`config.mk`:
```
export PLATFORM = sky130hd
export DESIGN_NAME = grpc_fifo
export DESIGN_NICKNAME = d
export VERILOG_FILES = /design/src/rtl/assert_macros.svh /design/src/rtl/grpc_pkg.sv /design/src/rtl/grpc_fifo.sv
export SDC_FILE = /design/constraint.sdc
export NUM_CORES = 1
export LEC_CHECK = 0
export BUFFER_PORTS_ARGS = -buffer_cell sky130_fd_sc_hd__buf_4
export CORE_MARGIN = 4
export CORE_UTILIZATION = 41
export CTS_BUF_LIST = sky130_fd_sc_hd__clkbuf_8
export DETAILED_ROUTE_END_ITERATION = 10
export HOLD_SLACK_MARGIN = 0.15
export SKIP_CTS_REPAIR_TIMING = 1
export SLEW_MARGIN = 20
export SYNTH_ARGS = -nofsm -noshare
export SYNTH_HDL_FRONTEND = slang
export SYNTH_SLANG_ARGS = --single-unit
export TNS_END_PERCENT = 1
```
`constraint.sdc`:
```
create_clock -name clk -period 4.9 [get_ports clk]
set_clock_uncertainty 0.15 [all_clocks]
set_input_delay 1.47 -clock clk [delete_from_list [all_inputs] [get_ports clk]]
set_output_delay 1.47 -clock clk [all_outputs]
set_load 0.02 [all_outputs]
```
`src/rtl/assert_macros.svh`:
```
// Assertion macros used by the top-level RTL file.
`ifndef ASSERT_MACROS_SVH
`define ASSERT_MACROS_SVH

// Condition must hold on every rising clock edge out of reset.
`define ASSERT_ALWAYS(label, clk, rst_n, cond) \
  label: assert property (@(posedge clk) disable iff (!rst_n) (cond)) \
    else $error("assertion failed");

// Antecedent implies consequent in the same cycle.
`define ASSERT_IMPLIES(label, clk, rst_n, ante, cons) \
  label: assert property (@(posedge clk) disable iff (!rst_n) (ante) |-> (cons)) \
    else $error("assertion failed");

`endif

```
`src/rtl/grpc_pkg.sv`:
```
// Shared constants and types for the grid radius point counter.
`timescale 1ns / 1ps
package grpc_pkg;

  localparam int COORD_W       = 24;
  localparam int RADIUS_W      = 24;
  localparam int COUNT_W       = 13;
  localparam logic [COUNT_W-1:0] COUNT_MAX = '1;

  localparam int MAX_POINTS_DEF = 4096;
  localparam int CELL_SIZE_DEF  = 10;

  localparam logic CMD_INSERT = 1'b0;
  localparam logic CMD_QUERY  = 1'b1;

  // status of the classified-item queue
  typedef struct packed {
    logic full;
    logic empty;
  } q_flags_t;

endpackage

```
`src/rtl/grpc_fifo.sv`:
```
// Two-entry queue between the classifier front end and the store back end.
`timescale 1ns / 1ps
module grpc_fifo #(
  parameter int W = 8
) (
  input  logic               clk,
  input  logic               rst_n,
  input  logic               push,
  input  logic [W-1:0]       din,
  input  logic               pop,
  output logic [W-1:0]       dout,
  output grpc_pkg::q_flags_t flags
);

  logic [W-1:0] mem_r [2];
  logic         wr_ptr_r;
  logic         rd_ptr_r;
  logic [1:0]   cnt_r;
  logic         do_push;
  logic         do_pop;

  assign flags.full  = (cnt_r == 2'd2);
  assign flags.empty = (cnt_r == 2'd0);
  assign do_push     = push && !flags.full;
  assign do_pop      = pop && !flags.empty;
  assign dout        = mem_r[rd_ptr_r];

  always_ff @(posedge clk) begin
    if (!rst_n) begin
      wr_ptr_r <= 1'b0;
      rd_ptr_r <= 1'b0;
      cnt_r    <= 2'd0;
    end else begin
      if (do_push) wr_ptr_r <= ~wr_ptr_r;
      if (do_pop)  rd_ptr_r <= ~rd_ptr_r;
      unique case ({do_push, do_pop})
        2'b10:   cnt_r <= cnt_r + 2'd1;
        2'b01:   cnt_r <= cnt_r - 2'd1;
        default: cnt_r <= cnt_r;
      endcase
    end
  end

  always_ff @(posedge clk) begin
    if (do_push) begin
      mem_r[wr_ptr_r] <= din;
    end
  end

endmodule

```
## Word level (Yosys, flattened, before mapping)

Memories as Yosys holds them, arrays and structs flattened. A register that Yosys moved wholly into a read port is not among the register bits.
Index checks and enable logic that the tools add are counted.

| operators by class | value |
|---|---|
| muxes and demuxes | 5 |
| bitwise gates (word level) | 2 |
| $add $sub $neg | 2 |
| equal/unequal tests | 3 |
| reduce and logical (&&, ||, !) cells | 6 |

Operator list:

| kind | count |
|---|---|
| equality test 2 bit, second input constant | 2 |
| two-way mux 1 bit | 4 |
| case mux 2 bit (2 select lines) | 1 |
| adder 2 x 1 -> 2 bit, second input constant | 1 |
| equality test 2 x 1 -> 1 bit, second input constant | 1 |
| logical AND 1 bit | 2 |
| zero test 1 bit | 2 |
| zero test 2 bit | 1 |
| NOT 1 bit | 2 |
| nonzero test 2 bit | 1 |
| subtractor 2 x 1 -> 2 bit, second input constant | 1 |

| word-level totals | value |
|---|---|
| register bits | 4 |
| memory bits (writable) | 16 |
| memories kept | 1 |
| output and inout bits | 10 |
| logic and storage cells | 22 |

Memories:

| name | depth | bits a word | read ports | clocked after Yosys merged registers in | wr ports | line | source |
|---|---|---|---|---|---|---|---|
| mem_r | 2 | 8 | 1 | 1 | 1 | grpc_fifo.sv:15 | `logic [W-1:0] mem_r [2];` |

## Depth between registers and ports, before layout

Gate-level depths: netlist of run 1.

| logic depth | value |
|---|---|
| depth after elaboration | 5 |
| gate-level depth with buffers | 6 |
| mapped depth without buffers | 6 |

## Least setup slack after synthesis of run 1

Ideal clock, no wire load.

| path | value |
|---|---|
| kind | reg-to-output |
| from | register with a tool-made name |
| to | output port dout[0] |
| stages on the path, launching flop included | 3 |
| arrival time | 983 ps |
| setup slack | 2,297 ps |
| path through | dfxtp_1 -> clkbuf_1 -> mux2_2 |

RTL lines:

| item | line | source |
|---|---|---|
| to (decl) | grpc_fifo.sv:11 | `output logic [W-1:0] dout,` |

==> flow_summary.yaml, run 1 <==
run_status:
  status: "complete, no violations"
logic_synthesis:
  synth.avg_cell_area_um2: 15.4
  synth_top_area_frac: 0.599
  synth_cell_type_count: 17
  yosys.area.top_type: "edfxtp_1"
  syn-cell-area_um2: 802
  synth.yosys.seq_area_share: 0.724
  syn_inst: 52
  synth_area_leaders: "edfxtp_1 60%, dfxtp_1 12%, mux2_2 11%"
  ys_ff_latch: 21
  synth_fp_nets: 65
  yosys_warnings: 0
timing:
  whs_ns: 0.363
  drv_slew: 0
  rsz0062_at_grt: "false"
  tns_ns: 0
  worst_pin_slew_ns: 0.399
  hold_viol_final: 0
  fin_ws_ns: 1.94
  setup_viol: 0
  fin_crit_ns: 2.96
  finalCritPeriodShare: 0.605
  fmax_mhz: 337
  relSlewSlack: 0.734
power:
  swShare: 0.317
  p_sw_mw: 0.178
  leakage_nw: 0.418
  power.density_nw_per_um2: 544
  power.share.clock: 0.191
  comb_power_share: 0.352
  p_int_mw: 0.384
  power_frac_seq: 0.457
  ir_drop_v: 0.000256
place:
  io_buffer_count: 21
  place.gp.congestion: 0.706
  placed_cells: 97
  dpl.hpwl_um: 946
  dpl_cell_area_um2: 987
  dpl_worst_slack_ns: 2.12
grt:
  grt_max_degree: 12
  grt_overflow: 0
  antenna_found_initial: 0
  track_usage: 0.107
  grt_pass1_vias: 485
  grt_pass1_wl_mm: 2.08
cells_and_area:
  drive_gt1_frac: 0.447
  n_antenna_cell: 0
  final_area_um2: 1030
  final_nets: 90
  finalNonFillerCells: 101
  final_cell_mix: "21 x buf_4, 16 x edfxtp_1, 8 x mux2_2"
  area_growth_pct: 28.7
  final_common_cell: "buf_4"
setup_path:
  worst_path_largest_cell_delay_ns: 0.55
  cp_top_family: "flip-flops"
  worstPathRequired_ns: 3.28
  critPathBufInv: 1
  worstPathMaxFanout: 8
  crit_chain: "mux2_2 > buf_4"
  critical_path_arrival_ns: 1.34
  critical_path.slowest_cell: "dfxtp_1"
  cp-end-kind: "primary output"
  path_class: "flop to primary output"
  start_kind: "flop"
routing:
  drtIter0Drc: 1
  route.detailed.drc: 0
  vias_per_cell: 4.72
  vias: 477
  postRouteAntennaNets: 0
  firstDrtPassIters: 4
  finalWirelength_mm: 1.30
  post_drt_wl_per_cell_um: 12.8
clock_tree:
  clkSinkCount: 21
  cts_buffer_depth: 2
  htree_levels: 1
  cts_made_buffers: 3
  clkTransAtPathRegs_ns: 0.07
  tritoncts: "built"
  clock_latency_ns: 0.25
  root_buffer: "clkbuf_8"
floorplan:
  fp.dieArea_um2: 2730
  start_util: 0.450
  rows: 15
  die_h_um: 52.2
  core_um2: 1780
  io_pins: 22
  die_w_um: 52.2
min_path:
  hold_class: "flop to flop"
flow_run:
  maxCapViolCount: 0
-- tightest hold or removal path, stage by stage, from the launching register on --
cell     delay [ns]
dfxtp_1        0.33
o21ai_0        0.08
a21oi_1        0.06
-- metrics by stage --
step,power [mW],util
2_1_floorplan,0.387,-
3_3_place_gp,0.458,0.554
3_5_place_dp,0.463,0.554
4_1_cts,0.570,0.579
5_1_grt,0.597,0.579
6_report,0.562,0.579
-- Yosys cell counts --
library cell / instances
a21oi_1: 2
nand2_1: 1
ha_1: 1
xor2_1: 1
inv_1: 3
inv_2: 1
nor2_1: 4
mux2_2: 8
and3_1: 1
edfxtp_1: 16
clkbuf_1: 1
or3_1: 2
o21a_1: 1
xnor2_1: 2
nand2b_2: 1
dfxtp_1: 5
o21ai_0: 2
-- cell families (layout without fill, tap and decap cells) --
group                      count (synthesis)  after routing  share of synthesized area
AOI/OAI and AO/OA                          5              5                     0.0343
xor gates and xnor gates                   3              3                     0.0328
adders and majority gates                  1              1                     0.0156
buffers and inverters                      5             29                     0.0234
DFF                                       21             21                      0.724
muxes                                      8              8                      0.112
and+or+nand+nor                            9              9                     0.0577
-- sequential cells by signal (all words and copies together) (netlist names), named ones only --
| signal | flops |
|---|---|
| cnt_r | 2 |
| mem_r | 16 |
| rd_ptr_r | 1 |
| wr_ptr_r | 1 |
-- area by class of cell --
type | instances | area, um^2
Clock buffer | 3 | 41.3
Multi-Input combinational cell | 26 | 203
Timing Repair Buffer | 21 | 158
Tap cell | 25 | 31.3
Inverter | 4 | 15.0
Fill cell | 166 | 751
Sequential cell | 21 | 581
Clock inverter | 1 | 3.75
-- routing by layer --
metal  vias to the layer above  part of all wire  GRT usage
li1                        234                 -          -
met1                       229              0.43      0.123
met2                        14              0.51      0.188
met3                         0             0.062     0.0313
met4                         0                 0     0.0383
met5                         -                 0          0
-- power groups by stage --
stage / clock network [mW] / registers (mW) / logic [mW]
final: 0.108 / 0.257 / 0.198
after detailed placement: 0 / 0.262 / 0.201
after global placement: 0 / 0.260 / 0.198
after floorplan: 0 / 0.246 / 0.140
after CTS: 0.111 / 0.258 / 0.201
after global routing: 0.121 / 0.261 / 0.216
-- path summary, 6_finish.rpt --
check	startpoint	to	slack [ns]	cells after the start
setup / recovery	flop	dout[1]	1.94	2
setup reg to reg	cnt_r[0]	mem_r[0][0]	3.19	4
hold / removal	wr_ptr_r	wr_ptr_r	0.36	2
hold reg to reg	wr_ptr_r	wr_ptr_r	0.36	2
Note: power is estimated with default switching activity, not from simulation.
==> run 2, diff against run 1 <==
--- a/config.mk
+++ b/config.mk
@@ -11,6 +11,7 @@
 export CTS_BUF_LIST = sky130_fd_sc_hd__clkbuf_8
 export DETAILED_ROUTE_END_ITERATION = 10
 export HOLD_SLACK_MARGIN = 0.15
+export PLACE_DENSITY = 0.67
 export SKIP_CTS_REPAIR_TIMING = 1
 export SLEW_MARGIN = 20
 export SYNTH_ARGS = -nofsm -noshare
==> constraint.sdc (replaced) <==
create_clock -name clk -period 2.7 [get_ports clk]
set_clock_uncertainty 0.15 [all_clocks]
set_input_delay 0.81 -clock clk [delete_from_list [all_inputs] [get_ports clk]]
set_output_delay 0.81 -clock clk [all_outputs]
set_load 0.02 [all_outputs]
==> flow_summary.yaml, run 2 (synthesis results as in run 1) <==
routing:
  postRouteAntennaNets: 0
  firstDrtPassIters: 3
  route.detailed.drc: 0
  drtIter0Drc: 2
  finalWirelength_mm: 1.21
  wl_met1_um: 486
  vias_per_cell: 4.64
  maxUsedRoutingLayer: "met4"
  wl_met2_um: 627
  post_drt_wl_per_cell_um: 12.0
  vias: 469
  wl_met3_um: 84
setup_path:
  crit_cells: 2
  cp_top_family: "flip-flops"
  critical_path.slowest_cell: "dfxtp_1"
  cp-end-kind: "primary output"
  worstPathMaxFanout: 8
  critPathBufInv: 1
  ff2ff_path_depth: 5
  worstPathRequired_ns: 1.74
  crit_chain: "mux2_2 > buf_4"
  critical_path_arrival_ns: 1.34
  worst_path_largest_cell_delay_ns: 0.54
  r2r-end: "cnt_r[1]"
  path_class: "flop to primary output"
  regToRegStartpoint: "cnt_r[0]"
  critPathCapture: "dout[6]"
  regToRegSetupSlack_ns: 1.01
  start_kind: "flop"
timing:
  tns_ns: 0
  rsz0062_at_grt: "false"
  worst_pin_slew_ns: 0.378
  setup_viol: 0
  fin_ws_ns: 0.405
  relSlewSlack: 0.748
  drv_slew: 0
  hold_viol_final: 0
  fin_crit_ns: 2.30
  fmax_mhz: 436
  finalCritPeriodShare: 0.850
cells_and_area:
  final_area_um2: 1030
  final_nets: 90
  final_common_cell: "buf_4"
  drive_gt1_frac: 0.447
  final_cell_mix: "21 x buf_4, 16 x edfxtp_1, 8 x mux2_2"
  area_growth_pct: 28.7
  largest_reg_flops: 16
  top_register: "mem_r"
  n_antenna_cell: 0
  largestRegisters: "mem_r (16), cnt_r (2)"
floorplan:
  io_pins: 22
  die_w_um: 52.2
  rows: 15
  core_um2: 1780
  die_h_um: 52.2
  start_util: 0.450
  fp.dieArea_um2: 2730
clock_tree:
  clkTransAtPathRegs_ns: 0.07
  root_buffer: "clkbuf_8"
  cts_buffer_depth: 2
  clkSinkCount: 21
  htree_levels: 1
  tritoncts: "built"
  clock_latency_ns: 0.25
  cts_made_buffers: 3
flow_run:
  maxCapViolCount: 0
grt:
  grt_pass1_wl_mm: 1.84
  grt_overflow: 0
  grt_pass1_vias: 477
  grt_max_degree: 12
  track_usage: 0.0937
  antenna_found_initial: 0
place:
  dpl_cell_area_um2: 987
  place.gp.congestion: 0.630
  dpl_worst_slack_ns: 0.592
  io_buffer_count: 21
min_path:
  hold_class: "flop to flop"
power:
  ir_drop_v: 0.000521
  power.density_nw_per_um2: 976
  leakage_nw: 0.418
run_status:
  status: "complete, no violations"
## run 2: cell counts in the layout (fill, tap and decap cells not counted)
No cell type changed its count.
## run 2: power by group
group	leakage [nW]	internal [mW]	switching, mW
combinational	0.200	0.179	0.178
clock	0.0269	0.101	0.0858
sequential	0.191	0.416	0.0475
## run 2: worst reg2reg max path, stage by stage (launching register included)
cell	delay, ns
dfxtp_1	0.41
nand2b_2	0.17
nand2_1	0.06
ha_1	0.31
or3_1	0.38
a21oi_1	0.14
## run 2: per-stage QoR
step	util	hold WS [ns]	power (mW)	cells
6_report	0.579	0.346	1.01	101
5_1_grt	0.579	0.376	1.07	101
4_1_cts	0.579	0.350	1.02	101
3_5_place_dp	0.554	0.340	0.833	97
3_3_place_gp	0.554	0.322	0.829	97
2_1_floorplan	-	0.308	0.702	52
## run 2: routing by layer
layer | vias up | global-route usage
met4 | 0 | 0.0638
met1 | 219 | 0.0931
li1 | 234 | -
met3 | 2 | 0.0228
met5 | - | 0
met2 | 14 | 0.169
## run 2: how the worst min path moves through the flow
stage	depth (start not counted)	end	slack [ns]	startpoint
5_1_grt	2	wr_ptr_r	0.38	wr_ptr_r
3_5_place_dp	2	wr_ptr_r	0.34	wr_ptr_r
6_report	2	wr_ptr_r	0.35	wr_ptr_r
3_3_place_gp	2	wr_ptr_r	0.32	wr_ptr_r
4_1_cts	2	wr_ptr_r	0.35	wr_ptr_r
2_1_floorplan	2	wr_ptr_r	0.31	wr_ptr_r
## run 2: final cells by class
type / instances / area (um^2)
Clock buffer: 3 / 41.3
Clock inverter: 1 / 3.75
Fill cell: 162 / 751
Inverter: 4 / 15.0
Multi-Input combinational cell: 26 / 203
Sequential cell: 21 / 581
Tap cell: 25 / 31.3
Timing Repair Buffer: 21 / 158
