### src/rtl/assert_macros.svh
// Assertion macros used by the top-level RTL file.
`ifndef ASSERT_MACROS_SVH
`define ASSERT_MACROS_SVH

// Condition must hold on every rising clock edge out of reset.
`define ASSERT_ALWAYS(label, clk, rst_n, cond) \
  label: assert property (@(posedge clk) disable iff (!rst_n) (cond)) \
    else $error("assertion failed");

// Antecedent implies consequent in the same cycle.
`define ASSERT_IMPLIES(label, clk, rst_n, ante, cons) \
  label: assert property (@(posedge clk) disable iff (!rst_n) (ante) |-> (cons)) \
    else $error("assertion failed");

`endif

### src/rtl/grpc_pkg.sv
// Shared constants and types for the grid radius point counter.
`timescale 1ns / 1ps
package grpc_pkg;

  localparam int COORD_W       = 24;
  localparam int RADIUS_W      = 24;
  localparam int COUNT_W       = 13;
  localparam logic [COUNT_W-1:0] COUNT_MAX = '1;

  localparam int MAX_POINTS_DEF = 4096;
  localparam int CELL_SIZE_DEF  = 10;

  localparam logic CMD_INSERT = 1'b0;
  localparam logic CMD_QUERY  = 1'b1;

  // status of the classified-item queue
  typedef struct packed {
    logic full;
    logic empty;
  } q_flags_t;

endpackage

### src/rtl/grpc_front.sv
// Front end: accepts input beats and works out the grid cell of each point.
`timescale 1ns / 1ps
module grpc_front #(
  parameter int CELL_SIZE = grpc_pkg::CELL_SIZE_DEF,
  localparam int CW = grpc_pkg::COORD_W,
  localparam int CELL_W = $clog2((2 ** (grpc_pkg::COORD_W - 1)) / CELL_SIZE + 1) + 1,
  localparam int ITEM_W = 1 + 2 * grpc_pkg::COORD_W + grpc_pkg::RADIUS_W + 2 * CELL_W
) (
  input  logic                             clk,
  input  logic                             rst_n,
  input  logic                             push,
  output logic                             full,
  input  logic                             in_command,
  input  logic signed [CW-1:0]             in_coord_x,
  input  logic signed [CW-1:0]             in_coord_y,
  input  logic [grpc_pkg::RADIUS_W-1:0]    in_radius,
  output logic                             q_push,
  output logic [ITEM_W-1:0]                q_data,
  input  grpc_pkg::q_flags_t               q_flags
);

  // reciprocal of the cell size, scaled by 2^CW; one correction step fixes the quotient
  localparam logic [CW:0]  RECIP = (CW + 1)'((2 ** CW) / CELL_SIZE);
  localparam logic [16:0]  CSZ   = 17'(CELL_SIZE);
  localparam int           MW    = CW + 17;

  typedef enum logic [3:0] {
    FR_IDLE = 4'b0001,
    FR_MUL  = 4'b0010,
    FR_DIV  = 4'b0100,
    FR_PUSH = 4'b1000
  } fr_state_t;

  fr_state_t                      st_r, st_nxt;
  logic                           cmd_r;
  logic [CW-1:0]                  x_r, y_r;
  logic [grpc_pkg::RADIUS_W-1:0]  rad_r;
  logic [CW-1:0]                  ax_r, ay_r;
  logic [CW-1:0]                  qx_r, qy_r;
  logic [CELL_W-1:0]              cx_r, cy_r;

  logic [CW-1:0]        in_x_u, in_y_u, ax, ay;
  logic [2*CW:0]        px, py;
  logic [MW-1:0]        mx, my, rx, ry;
  logic [CW-1:0]        qcx, qcy;
  logic [CELL_W-1:0]    qwx, qwy, cell_x, cell_y;
  logic                 accept;

  assign full   = (st_r != FR_IDLE);
  assign accept = push && !full;
  assign in_x_u = in_coord_x;
  assign in_y_u = in_coord_y;
  assign ax     = in_x_u[CW-1] ? (~in_x_u + 1'b1) : in_x_u;
  assign ay     = in_y_u[CW-1] ? (~in_y_u + 1'b1) : in_y_u;

  assign px = (2*CW+1)'(ax_r) * (2*CW+1)'(RECIP);
  assign py = (2*CW+1)'(ay_r) * (2*CW+1)'(RECIP);

  // remainder check: the estimate is low by at most one
  assign mx  = MW'(qx_r) * MW'(CSZ);
  assign my  = MW'(qy_r) * MW'(CSZ);
  assign rx  = MW'(ax_r) - mx;
  assign ry  = MW'(ay_r) - my;
  assign qcx = (rx >= MW'(CSZ)) ? qx_r + 1'b1 : qx_r;
  assign qcy = (ry >= MW'(CSZ)) ? qy_r + 1'b1 : qy_r;
  assign qwx = CELL_W'(qcx);
  assign qwy = CELL_W'(qcy);
  // truncation toward zero: negate the magnitude quotient
  assign cell_x = x_r[CW-1] ? (~qwx + 1'b1) : qwx;
  assign cell_y = y_r[CW-1] ? (~qwy + 1'b1) : qwy;

  assign q_push = (st_r == FR_PUSH) && !q_flags.full;
  assign q_data = {cmd_r, x_r, y_r, rad_r, cx_r, cy_r};

  always_comb begin
    st_nxt = st_r;
    unique case (st_r)
      FR_IDLE: if (accept) st_nxt = FR_MUL;
      FR_MUL:  st_nxt = FR_DIV;
      FR_DIV:  st_nxt = FR_PUSH;
      FR_PUSH: if (!q_flags.full) st_nxt = FR_IDLE;
      default: st_nxt = FR_IDLE;
    endcase
  end

  always_ff @(posedge clk) begin
    if (!rst_n) begin
      st_r <= FR_IDLE;
    end else begin
      st_r <= st_nxt;
    end
  end

  always_ff @(posedge clk) begin
    if (accept) begin
      cmd_r <= in_command;
      x_r   <= in_x_u;
      y_r   <= in_y_u;
      rad_r <= in_radius;
      ax_r  <= ax;
      ay_r  <= ay;
    end
    if (st_r == FR_MUL) begin
      qx_r <= px[2*CW-1:CW];
      qy_r <= py[2*CW-1:CW];
    end
    if (st_r == FR_DIV) begin
      cx_r <= cell_x;
      cy_r <= cell_y;
    end
  end

endmodule

### config.mk
export PLATFORM = sky130hd
export DESIGN_NAME = grpc_front
export DESIGN_NICKNAME = d
export VERILOG_FILES = /design/src/rtl/assert_macros.svh /design/src/rtl/grpc_pkg.sv /design/src/rtl/grpc_front.sv
export SDC_FILE = /design/constraint.sdc
export NUM_CORES = 2
export LEC_CHECK = 0
export ABC_AREA = 1
export ABC_CLOCK_PERIOD_IN_PS = 9000
export BUFFER_PORTS_ARGS = -buffer_cell sky130_fd_sc_hd__buf_2
export CORE_MARGIN = 2
export CORE_UTILIZATION = 50
export DETAILED_ROUTE_END_ITERATION = 10
export PLACE_DENSITY = 0.73
export SLEW_MARGIN = 20
export SYNTH_ARGS = -nofsm -noshare
export SYNTH_HDL_FRONTEND = slang
export SYNTH_SLANG_ARGS = --single-unit
### constraint.sdc
create_clock -name clk -period 9 [get_ports clk]
set_input_delay 1.35 -clock clk [delete_from_list [all_inputs] [get_ports clk]]
set_output_delay 1.35 -clock clk [all_outputs]
set_load 0.03 [all_outputs]
# == Word-level counts from Yosys, hierarchy flattened ==
# Index checks and enable logic that the tools add are counted.
# op_classes
add_sub_neg,8
multipliers,4
magnitude_cmp,2
n_eq_ne,7
muxes,9
bitwise,4
n_reduce_logical,5
# ops
op,count
"24-bit by 21-bit multiplier with 45-bit output, second input constant",2
"21-bit by 1-bit adder with 21-bit output, second input constant",4
21-bit two-way mux,4
"41-bit by 4-bit >= comparator with 1-bit output, second input constant",2
24-bit by 25-bit subtractor with 26-bit output,2
"24-bit by 1-bit adder with 24-bit output, second input constant",2
"21-bit by 3-bit multiplier with 24-bit output, second input constant",2
24-bit inverter,2
23-bit two-way mux,2
21-bit inverter,2
4-bit case mux with 4 select lines,1
4-bit two-way mux,2
"4-bit by 1-bit equality test with 1-bit output, second input constant",1
"4-bit by 2-bit equality test with 1-bit output, second input constant",1
"4-bit by 3-bit equality test with 1-bit output, second input constant",1
"4-bit equality test, second input constant",1
"2-bit != test, second input constant",2
"4-bit by 1-bit != test with 1-bit output, second input constant",1
1-bit logical AND,2
1-bit logical NOT,2
2-bit AND reduction,1
# word_totals
reg_bits,209
inputBits,78
out_inout_bits,117
wordCells,52

# == Logic depth before layout (Yosys ltp) ==
# logic_depth
depth_word,7
mapped_depth,42
depth_no_buf,41

# == Worst setup path after synthesis ==
# OpenSTA, ideal clock, no wires.
# synth_timing
path_type,input -> register
startpoint,input push
endpoint,"register ax_r[10], enable pin"
setup_time_ps,599
t_arrival_ps,6311
required_time_ps,8401
setup_slack_ps,2090
path_stages,2
n_path_buf,0
path_cell_list,inv_1 -> nor2_1
# synth_between
elab_chain_cells,1
# synth_rtl
element,line,rtl
start: declaration,grpc_front.sv:11,"input logic push,"
1-bit logical AND,grpc_front.sv:50,assign accept = push && !full;
net accept,grpc_front.sv:47,logic accept;
end signal: assignment,grpc_front.sv:100,ax_r <= ax;
end: declaration,grpc_front.sv:38,"logic [CW-1:0] ax_r, ay_r;"
# The timed path passes the listed nets, and every way through them passes these cells.
# A chain may end at the register's enable or synchronous reset.

# == Worst setup path in the final report ==
# layout_timing
startpoint,register ax_r[10]
endpoint,register qx_r[18] (data pin)
# layout_between
elab_chain_cells,1
# layout_rtl
element,line,rtl
24-bit by 21-bit multiplier with 45-bit output,grpc_front.sv:56,assign px = (2*CW+1)'(ax_r) * (2*CW+1)'(RECIP);
net px[42],grpc_front.sv:43,"logic [2*CW:0] px, py;"
end signal: assignment,grpc_front.sv:104,qx_r <= px[2*CW-1:CW];
end: declaration,grpc_front.sv:39,"logic [CW-1:0] qx_r, qy_r;"
# The timed path passes the listed nets, and every way through them passes these cells.

==> impl_metrics.ini <==
[routing]
met1_length_um = 36900
highest_layer = met5
viasPerCell = 5.15
totalWireLength_um = 82600
ant_nets = 0
first_iter_violations = 1714
drt-pass1-iter-count = 7
met2_length_um = 37400
drc = 0
wl_per_cell_um = 15.9
wl_met3_um = 5890
routed-via-count = 26800

[synth]
synth_edf_count = 203
synth_compound_area_share_pct = 5.08
yosysWarnings = 0
synth_top_family_by_area = adder cells
synth.distinct_cells = 52
syn_area_per_cell_um2 = 8.29
yosysSeqAreaShare_pct = 18.1
syn_inst = 4104
synthXorXnorAreaFrac_pct = 4.99
async_reset_ff_share_pct = 0
synth-simple-area-share_pct = 18.1
synth.area.mux_share_pct = 0
synth-adder-area-share_pct = 41.7
syn_area_um2 = 34000
syn-num-nets = 5102
ys.flop_type = edfxtp_1
synth_seq_cells = 207

[run]
max_cap_viol_count = 0

[final_layout]
final_nets = 5309
drive_gt1_share_pct = 8.32
areaGrowthSynthToFinish_pct = 8.29
diodes = 0

[critical_path]
cp_common_cell = fa_1
critPathRequiredTime_ns = 9.29
critPathCapture = qx_r[18]$_DFFE_PN_
startpoint = ax_r[10]$_DFFE_PP_
cp-end-kind = flip-flop
cp.arrival_ns = 7.24
cp_max_fo = 6
slowest_delay_ns = 0.59
slowest_stage = edfxtp_1
critical_path_class = reg2reg
critPathLaunchType = flip-flop
rr_startpoint = ax_r[10]$_DFFE_PP_
worstPathCellList = ha_1 > inv_1 > fa_1 > inv_1 > fa_1 > fa_1 > inv_1 > fa_1 > fa_1 > inv_1 > ha_1 > ha_1 > nand2_1 > o21a_1 > o21ai_0 > a21oi_1 > o21ai_0 > a31oi_1 > o21ai_0 > nand3_1 > nand2_1 > a21oi_1 > xor2_1
r2r_slack_ns = 2.05
reg2reg_to = qx_r[18]$_DFFE_PN_
reg2regPathDepth = 23

[clocking]
post_cts_buffers = 0
clock_path_buffers = 3
h-tree-depth = 1
cts_tree = built
clkTransAtPathRegs_ns = 0.06
cts_resized = 0
cts_sinks = 207
cts_made_buffers = 26
cts_root_buf = clkbuf_16
clock_latency_ns = 0.54
cts-hold-fix-buffers = 0

[sta]
setup_viol = 0
relSlewSlack_pct = 29.5
tns_ns = 0
finClkSkew_ns = 0.0120
fin_crit_sh_pct = 77.2
min_period_ns = 6.95
rsz0062_at_grt = no
fmax_ghz = 0.144
hold_viol_final = 0
worst_pin_slew_ns = 1.06
maxSlewViolCount = 0

[die]
num_rows = 95
fp.dieH_um = 265
dieArea_um2 = 70200
coreArea_um2 = 67300
dieWidth_um = 265
initial_utilization_pct = 50.6
ios = 195

[grt]
grt-ovfl-total = 0
grt_start_max_net_pins = 76
grt_pass1_vias = 27000
grt_pass1_wl_um = 136000
grt.total_usage_pct = 24.2
antenna_found_initial = 2

[placed_design]
routabilityCongestion = 0.951
hpwl_um = 72000
numPortBuffers = 193

[min_path]
hold_path_class = reg2reg

[status]
status = finished, final reports clean
cell type report:
class	count	area (um2)
clock buffers	28	679
clock inverters	18	150
fillers	6119	30400
inverters	1055	3960
multi-input cells	2823	23800
flip-flops and latches	207	6180
well taps	873	1090
repair buffers	198	1000
flip-flops by register name (all words and copies together) (netlist names):
name   flops
st_r       4
x_r       24
qy_r      21
rad_r     24
qx_r      21
cy_r      21
ay_r      23
ax_r      23
cmd_r      1
cx_r      21
y_r       24
through the flow:
stage / utilization [%] / setup slack, ns / area [um2] / std cells / hold WS (ns)
finish: 54.8 / 2.05 / 36800 / 5202 / 0.549
CTS: 54.8 / 2.01 / 36800 / 5202 / 0.543
global placement: 53.5 / 2.05 / 36000 / 5156 / 0.526
floorplan: - / 2.09 / 34000 / 4104 / 0.492
detailed placement: 53.5 / 2.05 / 36000 / 5156 / 0.534
global route: 54.8 / 1.28 / 36800 / 5202 / 0.597
cell usage in the layout, fill, tap and decap left out, types with 4 or more instances in the layout:
| master | netlist | layout |
|---|---|---|
| a21boi_0 | 5 | 5 |
| a21o_1 | 7 | 7 |
| a21oi_1 | 149 | 149 |
| a31oi_1 | 21 | 21 |
| buf_2 | 3 | 193 |
| buf_4 | 4 | 5 |
| clkbuf_16 | 0 | 27 |
| clkinv_1 | 3 | 10 |
| clkinv_2 | 1 | 6 |
| dfxtp_1 | 4 | 4 |
| edfxtp_1 | 203 | 203 |
| fa_1 | 358 | 358 |
| ha_1 | 562 | 562 |
| inv_1 | 1028 | 1027 |
| inv_2 | 23 | 23 |
| nand2_1 | 765 | 765 |
| nand2_2 | 35 | 35 |
| nand2_4 | 4 | 4 |
| nand3_1 | 156 | 156 |
| nand3_2 | 6 | 6 |
| nand3b_1 | 11 | 11 |
| nand4_1 | 69 | 69 |
| nor2_1 | 246 | 245 |
| nor2_2 | 22 | 22 |
| nor2_4 | 12 | 13 |
| nor3_1 | 46 | 46 |
| nor4_1 | 17 | 17 |
| o211ai_1 | 5 | 5 |
| o21a_1 | 9 | 9 |
| o21ai_0 | 69 | 69 |
| o21ai_1 | 7 | 7 |
| o21ai_2 | 8 | 8 |
| o21bai_1 | 8 | 8 |
| o31ai_1 | 6 | 6 |
| xnor2_1 | 59 | 59 |
| xor2_1 | 135 | 135 |
how the worst min path moves through the flow:
stage / start / depth (start not counted) / end
6_report: st_r[1]$_SDFFE_PN0P_ / 2 / st_r[2]$_SDFFE_PN0P_
5_1_grt: st_r[1]$_SDFFE_PN0P_ / 2 / st_r[2]$_SDFFE_PN0P_
4_1_cts: st_r[1]$_SDFFE_PN0P_ / 2 / st_r[2]$_SDFFE_PN0P_
3_5_place_dp: st_r[1]$_SDFFE_PN0P_ / 2 / st_r[2]$_SDFFE_PN0P_
3_3_place_gp: st_r[1]$_SDFFE_PN0P_ / 2 / st_r[2]$_SDFFE_PN0P_
2_1_floorplan: st_r[1]$_SDFFE_PN0P_ / 2 / st_r[2]$_SDFFE_PN0P_
worst max-delay path, delay by kind of cell (launching register included):
kind | cells | cell delay, ns
adder cells (fa/ha/maj) | 8 | 3.67
XOR/XNOR | 1 | 0.14
buffers and inverters | 4 | 0.28
AND/OR/NAND/NOR | 3 | 0.37
flip-flops | 1 | 0.59
AO/OA/AOI/OAI | 7 | 1.64
synthesized netlist by cell type, types with 8 or more instances:
| library cell | count | share of area [%] |
|---|---|---|
| nand4_1 | 69 | 1.3 |
| xnor2_1 | 59 | 1.5 |
| nor3_1 | 46 | 0.68 |
| ha_1 | 562 | 21 |
| fa_1 | 358 | 21 |
| nand3b_1 | 11 | 0.24 |
| a21oi_1 | 149 | 2.2 |
| xor2_1 | 135 | 3.5 |
| nor2_1 | 246 | 2.7 |
| nand2_1 | 765 | 8.4 |
| nor4_1 | 17 | 0.31 |
| o21a_1 | 9 | 0.20 |
| o21ai_0 | 69 | 1.0 |
| inv_1 | 1028 | 11 |
| nor2_2 | 22 | 0.40 |
| nand3_1 | 156 | 2.3 |
| a31oi_1 | 21 | 0.39 |
| o21bai_1 | 8 | 0.18 |
| edfxtp_1 | 203 | 18 |
| inv_2 | 23 | 0.25 |
| nand2_2 | 35 | 0.64 |
| clkbuf_1 | 8 | 0.088 |
| nor2_4 | 12 | 0.40 |
| o21ai_2 | 8 | 0.21 |
cell families after synthesis:
logic type / Yosys count
compound gates: 306
xor+xnor: 194
fa+ha+maj: 920
buf+inv: 1074
flops: 207
simple gates: 1403
metal layers:
| layer | GRT usage [%] | vias up |
|---|---|---|
| met1 | 33.3 | 12500 |
| met3 | 3.81 | 139 |
| li1 | - | 13300 |
| met4 | 6.38 | 4 |
| met2 | 39.8 | 815 |
| met5 | 0 | - |
Power is not shown: default switching activity piles up to over one toggle a cycle in this logic, so the estimate is an artifact.
